`src/chgs_pkg.sv`:
```
`timescale 1ns / 1ps
// ----------------------------------------------------------------------------
// chgs_pkg
// Shared types and constants for the Graham-scan convex hull block.
// ----------------------------------------------------------------------------
package chgs_pkg;

  localparam int MAX_POINTS = 64;
  localparam int COORD_BITS = 32;
  localparam int IO_BITS    = 32;
  localparam int IW         = $clog2(MAX_POINTS);
  localparam int CW         = $clog2(MAX_POINTS + 1);
  localparam int DW         = COORD_BITS + 1;      // coordinate difference
  localparam int PW         = 2 * DW;              // product
  localparam int AW         = 2 * COORD_BITS + 4;  // accumulator
  localparam int STEP_BITS  = 3;

  typedef struct packed {
    logic signed [COORD_BITS-1:0] x;
    logic signed [COORD_BITS-1:0] y;
  } pt_t;

  typedef struct packed {
    logic signed [IO_BITS-1:0] point_x;
    logic signed [IO_BITS-1:0] point_y;
    logic                      last_point;
  } in_req_t;

  typedef struct packed {
    logic signed [IO_BITS-1:0] hull_x;
    logic signed [IO_BITS-1:0] hull_y;
    logic                      hull_last;
    logic                      overflow_seen;
  } out_rsp_t;

  typedef enum logic [2:0] {
    MUL_UXWY,
    MUL_UYWX,
    MUL_UXUX,
    MUL_UYUY,
    MUL_WXWX,
    MUL_WYWY
  } mul_sel_t;

  typedef enum logic [1:0] {
    ACC_HOLD,
    ACC_LOAD,
    ACC_ADD,
    ACC_SUB
  } acc_op_t;

  typedef enum logic [1:0] {
    WS_V,
    WS_Q,
    WS_S,
    WS_BEST
  } wk_wsel_t;

  typedef struct packed {
    logic           st_we;
    logic [IW-1:0]  st_waddr;
    logic [IW-1:0]  st_raddr;
    logic           wk_we;
    logic [IW-1:0]  wk_waddr;
    wk_wsel_t       wk_wsel;
    logic [IW-1:0]  wk_raddr;
    logic           sk_we;
    logic [IW-1:0]  sk_waddr;
    logic [IW-1:0]  sk_wdata;
    logic [IW-1:0]  sk_raddr;
    logic           ld_v;
    logic           v_from_store;
    logic           ld_q;
    logic           ld_t;
    logic           ld_s;
    logic           ld_best;
    logic           ld_piv;
    logic           op_ld;
    logic           op_scan;
    mul_sel_t       mul_sel;
    acc_op_t        acc_op;
    logic           ld_out;
    logic           out_last;
    logic           out_ovf;
  } dp_cmd_t;

  typedef struct packed {
    logic          eq;
    logic          lower;
    logic          acc_neg;
    logic          acc_zero;
    logic [IW-1:0] sk_rd;
  } dp_sts_t;

endpackage

```
`src/chgs_ctrl.sv`:
```
`timescale 1ns / 1ps
// ----------------------------------------------------------------------------
// chgs_ctrl
// Sequencer: load, duplicate removal, pivot search, insertion sort by angle,
// Graham scan and vertex output.
// ----------------------------------------------------------------------------
module chgs_ctrl (
  input  logic              clk,
  input  logic              rst_n,
  input  logic              in_valid,
  output logic              in_stall,
  input  logic              in_last,
  output logic              out_valid,
  input  logic              out_stall,
  output chgs_pkg::dp_cmd_t cmd,
  input  chgs_pkg::dp_sts_t sts
);

  typedef enum logic [21:0] {
    S_LOAD   = 22'd1 << 0,
    S_DD_RD  = 22'd1 << 1,
    S_DD_V   = 22'd1 << 2,
    S_DD_J   = 22'd1 << 3,
    S_DD_CMP = 22'd1 << 4,
    S_PV_RD  = 22'd1 << 5,
    S_PV_LD  = 22'd1 << 6,
    S_PV_J   = 22'd1 << 7,
    S_PV_CMP = 22'd1 << 8,
    S_PV_SW  = 22'd1 << 9,
    S_PV_SW2 = 22'd1 << 10,
    S_SO_I   = 22'd1 << 11,
    S_SO_V   = 22'd1 << 12,
    S_SO_J   = 22'd1 << 13,
    S_SO_Q   = 22'd1 << 14,
    S_SO_X   = 22'd1 << 15,
    S_SO_D   = 22'd1 << 16,
    S_SC_I   = 22'd1 << 17,
    S_SC_W   = 22'd1 << 18,
    S_SC_T   = 22'd1 << 19,
    S_SC_X   = 22'd1 << 20,
    S_EM     = 22'd1 << 21
  } state_t;

  localparam logic [chgs_pkg::CW-1:0] ONE = chgs_pkg::CW'(1);
  localparam logic [chgs_pkg::CW-1:0] TWO = chgs_pkg::CW'(2);
  localparam logic [chgs_pkg::CW-1:0] CAP = chgs_pkg::CW'(chgs_pkg::MAX_POINTS);

  state_t state_r, state_nxt;
  logic [chgs_pkg::CW-1:0] cnt_r, cnt_nxt, n_r, n_nxt, i_r, i_nxt, j_r, j_nxt;
  logic [chgs_pkg::CW-1:0] k_r, k_nxt, dep_r, dep_nxt;
  logic [chgs_pkg::IW-1:0] piv_r, piv_nxt;
  logic [chgs_pkg::STEP_BITS-1:0] step_r, step_nxt;
  logic ovf_r, ovf_nxt, oval_r, oval_nxt;
  logic [chgs_pkg::CW-1:0] jm1, depm1, depm2, kp1;

  assign jm1   = j_r - ONE;
  assign depm1 = dep_r - ONE;
  assign depm2 = dep_r - TWO;
  assign kp1   = k_r + ONE;

  assign in_stall  = (state_r != S_LOAD);
  assign out_valid = oval_r;

  always_comb begin
    state_nxt = state_r;
    cnt_nxt   = cnt_r;
    n_nxt     = n_r;
    i_nxt     = i_r;
    j_nxt     = j_r;
    k_nxt     = k_r;
    dep_nxt   = dep_r;
    piv_nxt   = piv_r;
    step_nxt  = step_r + 1'b1;
    ovf_nxt   = ovf_r;
    oval_nxt  = oval_r;

    cmd              = '0;
    cmd.st_waddr     = cnt_r[chgs_pkg::IW-1:0];
    cmd.st_raddr     = i_r[chgs_pkg::IW-1:0];
    cmd.wk_wsel      = chgs_pkg::WS_V;
    cmd.sk_waddr     = dep_r[chgs_pkg::IW-1:0];
    cmd.sk_wdata     = i_r[chgs_pkg::IW-1:0];
    cmd.mul_sel      = chgs_pkg::MUL_UXWY;
    cmd.acc_op       = chgs_pkg::ACC_HOLD;
    cmd.out_ovf      = ovf_r;
    cmd.out_last     = (kp1 == dep_r);

    case (state_r)
      S_LOAD: begin
        if (in_valid) begin
          if (cnt_r < CAP) begin
            cmd.st_we = 1'b1;
            cnt_nxt   = cnt_r + ONE;
          end else begin
            ovf_nxt = 1'b1;
          end
          if (in_last) begin
            i_nxt     = '0;
            n_nxt     = '0;
            state_nxt = S_DD_RD;
          end
        end
      end

      // duplicate removal into the work memory
      S_DD_RD: begin
        if (i_r == cnt_r) begin
          state_nxt = S_PV_RD;
        end else begin
          state_nxt = S_DD_V;
        end
      end
      S_DD_V: begin
        cmd.ld_v         = 1'b1;
        cmd.v_from_store = 1'b1;
        j_nxt            = '0;
        state_nxt        = S_DD_J;
      end
      S_DD_J: begin
        cmd.wk_raddr = j_r[chgs_pkg::IW-1:0];
        if (j_r == n_r) begin
          cmd.wk_we    = 1'b1;
          cmd.wk_waddr = n_r[chgs_pkg::IW-1:0];
          n_nxt        = n_r + ONE;
          i_nxt        = i_r + ONE;
          state_nxt    = S_DD_RD;
        end else begin
          state_nxt = S_DD_CMP;
        end
      end
      S_DD_CMP: begin
        if (sts.eq) begin
          i_nxt     = i_r + ONE;
          state_nxt = S_DD_RD;
        end else begin
          j_nxt     = j_r + ONE;
          state_nxt = S_DD_J;
        end
      end

      // pivot: least y, then least x
      S_PV_RD: begin
        cmd.wk_raddr = '0;
        state_nxt    = S_PV_LD;
      end
      S_PV_LD: begin
        cmd.ld_best = 1'b1;
        cmd.ld_s    = 1'b1;
        piv_nxt     = '0;
        j_nxt       = ONE;
        state_nxt   = S_PV_J;
      end
      S_PV_J: begin
        cmd.wk_raddr = j_r[chgs_pkg::IW-1:0];
        state_nxt    = (j_r == n_r) ? S_PV_SW : S_PV_CMP;
      end
      S_PV_CMP: begin
        if (sts.lower) begin
          cmd.ld_best = 1'b1;
          piv_nxt     = j_r[chgs_pkg::IW-1:0];
        end
        j_nxt     = j_r + ONE;
        state_nxt = S_PV_J;
      end
      S_PV_SW: begin
        cmd.wk_we    = 1'b1;
        cmd.wk_waddr = piv_r;
        cmd.wk_wsel  = chgs_pkg::WS_S;
        state_nxt    = S_PV_SW2;
      end
      S_PV_SW2: begin
        cmd.wk_we    = 1'b1;
        cmd.wk_waddr = '0;
        cmd.wk_wsel  = chgs_pkg::WS_BEST;
        cmd.ld_piv   = 1'b1;
        i_nxt        = TWO;
        state_nxt    = S_SO_I;
      end

      // insertion sort by polar angle
      S_SO_I: begin
        cmd.wk_raddr = i_r[chgs_pkg::IW-1:0];
        j_nxt        = i_r;
        if (i_r >= n_r) begin
          i_nxt     = '0;
          dep_nxt   = '0;
          state_nxt = S_SC_I;
        end else begin
          state_nxt = S_SO_V;
        end
      end
      S_SO_V: begin
        cmd.ld_v  = 1'b1;
        state_nxt = S_SO_J;
      end
      S_SO_J: begin
        cmd.wk_raddr = jm1[chgs_pkg::IW-1:0];
        cmd.wk_waddr = j_r[chgs_pkg::IW-1:0];
        if (j_r <= ONE) begin
          cmd.wk_we = 1'b1;
          i_nxt     = i_r + ONE;
          state_nxt = S_SO_I;
        end else begin
          state_nxt = S_SO_Q;
        end
      end
      S_SO_Q: begin
        cmd.ld_q  = 1'b1;
        step_nxt  = '1;
        state_nxt = S_SO_X;
      end
      S_SO_X: begin
        // step 7 loads operands, 0..2 form u x w, then its sign decides
        cmd.wk_waddr = j_r[chgs_pkg::IW-1:0];
        case (step_r)
          3'd7: cmd.op_ld = 1'b1;
          3'd0: cmd.mul_sel = chgs_pkg::MUL_UXWY;
          3'd1: begin
            cmd.mul_sel = chgs_pkg::MUL_UYWX;
            cmd.acc_op  = chgs_pkg::ACC_LOAD;
          end
          3'd2: cmd.acc_op = chgs_pkg::ACC_SUB;
          default: begin
            if (sts.acc_zero) begin
              step_nxt  = '0;
              state_nxt = S_SO_D;
            end else if (!sts.acc_neg) begin
              cmd.wk_we   = 1'b1;
              cmd.wk_wsel = chgs_pkg::WS_Q;
              j_nxt       = jm1;
              state_nxt   = S_SO_J;
            end else begin
              cmd.wk_we = 1'b1;
              i_nxt     = i_r + ONE;
              state_nxt = S_SO_I;
            end
          end
        endcase
      end
      S_SO_D: begin
        // collinear: compare squared lengths
        cmd.wk_waddr = j_r[chgs_pkg::IW-1:0];
        case (step_r)
          3'd0: cmd.mul_sel = chgs_pkg::MUL_UXUX;
          3'd1: begin
            cmd.mul_sel = chgs_pkg::MUL_UYUY;
            cmd.acc_op  = chgs_pkg::ACC_LOAD;
          end
          3'd2: begin
            cmd.mul_sel = chgs_pkg::MUL_WXWX;
            cmd.acc_op  = chgs_pkg::ACC_ADD;
          end
          3'd3: begin
            cmd.mul_sel = chgs_pkg::MUL_WYWY;
            cmd.acc_op  = chgs_pkg::ACC_SUB;
          end
          3'd4: cmd.acc_op = chgs_pkg::ACC_SUB;
          default: begin
            cmd.wk_we = 1'b1;
            if (sts.acc_neg) begin
              cmd.wk_wsel = chgs_pkg::WS_Q;
              j_nxt       = jm1;
              state_nxt   = S_SO_J;
            end else begin
              i_nxt     = i_r + ONE;
              state_nxt = S_SO_I;
            end
          end
        endcase
      end

      // Graham scan
      S_SC_I: begin
        cmd.wk_raddr = i_r[chgs_pkg::IW-1:0];
        if (i_r == n_r) begin
          k_nxt     = '0;
          step_nxt  = '0;
          state_nxt = S_EM;
        end else begin
          step_nxt  = '0;
          state_nxt = S_SC_W;
        end
      end
      S_SC_W: begin
        // step 0 takes v from the read issued in S_SC_I
        cmd.ld_v = (step_r == 3'd0);
        if (dep_r < TWO) begin
          cmd.sk_we = 1'b1;
          dep_nxt   = dep_r + ONE;
          i_nxt     = i_r + ONE;
          state_nxt = S_SC_I;
        end else begin
          cmd.sk_raddr = depm1[chgs_pkg::IW-1:0];
          step_nxt     = '0;
          state_nxt    = S_SC_T;
        end
      end
      S_SC_T: begin
        cmd.sk_raddr = depm2[chgs_pkg::IW-1:0];
        cmd.wk_raddr = sts.sk_rd;
        case (step_r)
          3'd0: ;
          3'd1: cmd.ld_t = 1'b1;
          default: begin
            cmd.ld_s  = 1'b1;
            step_nxt  = '1;
            state_nxt = S_SC_X;
          end
        endcase
      end
      S_SC_X: begin
        cmd.op_scan = 1'b1;
        case (step_r)
          3'd7: cmd.op_ld = 1'b1;
          3'd0: cmd.mul_sel = chgs_pkg::MUL_UXWY;
          3'd1: begin
            cmd.mul_sel = chgs_pkg::MUL_UYWX;
            cmd.acc_op  = chgs_pkg::ACC_LOAD;
          end
          3'd2: cmd.acc_op = chgs_pkg::ACC_SUB;
          default: begin
            step_nxt = 3'd1;
            if (sts.acc_neg || sts.acc_zero) begin
              dep_nxt   = depm1;
              state_nxt = S_SC_W;
            end else begin
              cmd.sk_we = 1'b1;
              dep_nxt   = dep_r + ONE;
              i_nxt     = i_r + ONE;
              state_nxt = S_SC_I;
            end
          end
        endcase
      end

      // output: stack read, work read, load, hand over
      S_EM: begin
        cmd.sk_raddr = k_r[chgs_pkg::IW-1:0];
        cmd.wk_raddr = sts.sk_rd;
        case (step_r)
          3'd0, 3'd1: ;
          3'd2: begin
            cmd.ld_out = 1'b1;
            oval_nxt   = 1'b1;
          end
          default: begin
            step_nxt = step_r;
            if (!out_stall) begin
              oval_nxt = 1'b0;
              step_nxt = '0;
              k_nxt    = kp1;
              if (kp1 == dep_r) begin
                cnt_nxt   = '0;
                ovf_nxt   = 1'b0;
                state_nxt = S_LOAD;
              end
            end
          end
        endcase
      end

      default: state_nxt = S_LOAD;
    endcase
  end

  always_ff @(posedge clk) begin
    if (!rst_n) begin
      state_r <= S_LOAD;
      cnt_r   <= '0;
      dep_r   <= '0;
      ovf_r   <= 1'b0;
      oval_r  <= 1'b0;
      step_r  <= '0;
    end else begin
      state_r <= state_nxt;
      cnt_r   <= cnt_nxt;
      dep_r   <= dep_nxt;
      ovf_r   <= ovf_nxt;
      oval_r  <= oval_nxt;
      step_r  <= step_nxt;
    end
  end

  always_ff @(posedge clk) begin
    n_r   <= n_nxt;
    i_r   <= i_nxt;
    j_r   <= j_nxt;
    k_r   <= k_nxt;
    piv_r <= piv_nxt;
  end

endmodule

```
`config.mk`:
```
export PLATFORM = sky130hd
export DESIGN_NAME = chgs_ctrl
export DESIGN_NICKNAME = d
export VERILOG_FILES = /design/src/chgs_pkg.sv /design/src/chgs_ctrl.sv
export SDC_FILE = /design/constraint.sdc
export NUM_CORES = 1
export LEC_CHECK = 0
export BUFFER_PORTS_ARGS = -buffer_cell sky130_fd_sc_hd__buf_2
export CAP_MARGIN = 25
export CORE_ASPECT_RATIO = 1.1
export CORE_UTILIZATION = 45
export CTS_CLUSTER_SIZE = 16
export DETAILED_ROUTE_END_ITERATION = 12
export HOLD_SLACK_MARGIN = 0.03
export PLACE_DENSITY = 0.74
export SYNTH_ARGS = -nofsm -noshare
export SYNTH_HDL_FRONTEND = slang
export SYNTH_SLANG_ARGS = --single-unit
```
`constraint.sdc`:
```
create_clock -name clk -period 3.05 [get_ports clk]
set_input_delay 0.4575 -clock clk [delete_from_list [all_inputs] [get_ports clk]]
set_output_delay 0.4575 -clock clk [all_outputs]
set_load 0.01 [all_outputs]
```
==> results.txt <==
share of cells above drive strength 1 - 0.294
Peak Freq - 0.331 GHz
Post-synth top cells - nor2_1, nand2_1, a21oi_1
I/O pin cnt - 81
effective utilization at floorplan - 0.465
fin crit period - 3.02 ns
CP Data Arrival Time - 2.57 ns
Slew Limit Fails - 0
Core ar. - 0.0133 sq mm
Via Count - 6541
Worst VDD drop - 0.000299 V
Clk Latency, worst-skew pair - 0.35 ns
Pre-antenna DRT Iters - 5
setup violators final - 0
iteration-0 DRC count of the detailed router - 729
CTS sink count - 75
Final Cycle Share - 0.991
final hold viol count - 0
slew at the pin with the worst max-slew slack - 0.776 ns
flops & latches, synth - 75
htree depth - 3
WL final - 20.7 mm
placed insts - 1034
pin count of the biggest net entering global routing - 17
crit-path max FO - 6
initial antenna violation count - 0
DIE AREA - 0.0142 sq mm
CTS buffer count - 9
Finished Layout Cells - 1061
DR WL/cell - 19.5 um
unique cell type count in the Yosys netlist - 82
Syn Area/Cell - 8.25 sq um
Mapped Nets - 791
final worst slack - 0.0275 ns
Synth area leaders - edfxtp_1, dfxtp_1, ha_1
Mapped Area - 0.00619 sq mm
vias in the first global route - 5898
Synth top area share - 0.165
# DRC - 0
most numerous cell in the Yosys netlist - nor2_1
register area share after synthesis - 0.297
P per Cell Area - 415 mW/mm^2
crit start category - register
Data required, critical path - 2.59 ns
status - completed
total track usage - 0.291
TritonCTS clock tree - built
GPL Wtd Cong - 1.02
Leak - 3.40 nW
Nets - 912
Post-synth ARST share - 0
nature of the critical path endpoint - output pin
total grt overflow - 0
Cell Rows - 44
Post-synth EDFFs - 34
Hold Crit Class - in2reg
Detail Placement HPWL - 15.5 mm
Antenna Nets Post-Route - 0
area leader, netlist - edfxtp_1
cell count after synthesis - 751
Critical R2R Launch - state_r[3]
CTS root buf - clkbuf_16
Horiz. Die Dim - 114 um
die height - 125 um
Clock Skew - 0.00916 ns
drt via density - 6.16
dpl ws - 0.0553 ns
crit path from - state_r[12]
Fillers - 1222
Slew HR - 0.483
predominant post-synthesis flop cell - dfxtp_1
number of port buffers - 80
footprint of the multi-input gates - 0.00406 sq mm
hold_sp - sts[9]
n_diodes - 0
CTS clk-pin slew, worst paths - 0.07 ns
Area growth, synth to finish - 24.7%
CTS Buffer Depth - 2
first-pass GRT wire length - 32.0 mm
final core utilization - 0.580
Max Cap Viol - 0
Sequential cell area - 0.00185 sq mm
CP Class - reg2out
Warnings, synthesis - 0
==> critical path, stage by stage (launching register included) <==
cell	delay, ns
dfxtp_2	0.38
nor4_4	0.34
buf_4	0.19
buf_4	0.12
and3_1	0.19
nand4_1	0.27
nand2b_1	0.34
a22oi_1	0.11
o211ai_1	0.11
buf_2	0.16
==> metal layers <==
metal / vias up / track usage / routed length, um
met5: - / 0 / 0
met1: 3106 / 0.416 / 9030
met3: 49 / 0.0524 / 1980
met2: 377 / 0.433 / 9090
li1: 3009 / - / -
met4: 0 / 0.116 / 609
==> area by class of cell <==
class	instances	area share
flip-flops and latches	75	0.240
clock buffers	9	0.0292
well taps	184	0.0298
repair buffers	172	0.146
clock inverters	7	0.0128
multi-input cells	579	0.525
inverters	35	0.0170
==> layout by cell type, fill, tap and decap left out, types with 5 or more instances in the layout <==
| master | n |
|---|---|
| buf_4 | 86 |
| buf_2 | 80 |
| nor2_1 | 79 |
| nand2_1 | 44 |
| a21oi_1 | 43 |
| inv_1 | 34 |
| edfxtp_1 | 34 |
| o21ai_0 | 33 |
| dfxtp_1 | 32 |
| xnor2_1 | 29 |
| nand3_1 | 25 |
| ha_1 | 24 |
| nor3_1 | 22 |
| xor2_1 | 19 |
| nand2b_1 | 17 |
| nor4_1 | 15 |
| or3_1 | 14 |
| and3_1 | 14 |
| and2_1 | 13 |
| or4_1 | 10 |
| o221ai_1 | 9 |
| a222oi_1 | 9 |
| clkbuf_16 | 9 |
| dfxtp_2 | 9 |
| nand4_1 | 8 |
| nor4_4 | 6 |
| a22oi_1 | 6 |
| a21o_1 | 6 |
| or2_2 | 5 |
| nor2b_1 | 5 |
| or4_4 | 5 |
| a221o_1 | 5 |
==> flip-flops by register name, indices dropped and copies added, names as in the netlist, 3 cells and up <==
signal   cells
j_r          7
piv_r        6
k_r          7
cnt_r        7
i_r          7
n_r          7
state_r     22
step_r       3
dep_r        7
==> logic make-up (layout without fill, tap and decap cells) <==
| logic type | Yosys count | after routing | share of synthesized area |
|---|---|---|---|
| xor gates and xnor gates | 48 | 48 | 0.0679 |
| buffers and inverters | 97 | 223 | 0.0768 |
| AOI/OAI and AO/OA | 174 | 174 | 0.198 |
| muxes | 3 | 3 | 0.00485 |
| adders and majority gates | 25 | 25 | 0.0505 |
| DFF | 75 | 75 | 0.297 |
| and+or+nand+nor | 329 | 329 | 0.305 |
==> metrics by stage <==
step / setup TNS [ns] / area, sq um / total power [mW] / hold slack (ns)
floorplan: 0 / 6200 / 1.75 / 0.438
global placement: 0 / 7110 / 1.98 / 0.458
detailed placement: 0 / 7110 / 1.99 / 0.481
CTS: 0 / 7590 / 3.18 / 0.455
global route: -0.0198 / 7720 / 3.33 / 0.498
finish: 0 / 7720 / 3.21 / 0.464
==> final timing paths <==
kind | endpoint | slack (ns) | depth (start not counted)
max | cmd[37] | 0.03 | 9
min | state_r[1] | 0.46 | 3
max reg2reg | j_r[4] | 0.20 | 8
min reg2reg | out_valid | 0.49 | 2
==> power breakdown <==
part	internal (mW)	total, mW	switching (mW)
Clock	0.724	1.19	0.462
Sequential	1.13	1.22	0.0927
Combinational	0.319	0.800	0.481
Total	2.17	3.21	1.04
==> repair_timing <==
item	in CTS	in global routing
endpoints found under the setup margin	22	30
pin swaps	5	7
gates cloned	0	0
resized for setup	24	25
buffers inserted	6	4
hold buffers	0	0
Power figures use the tool's default switching activity.
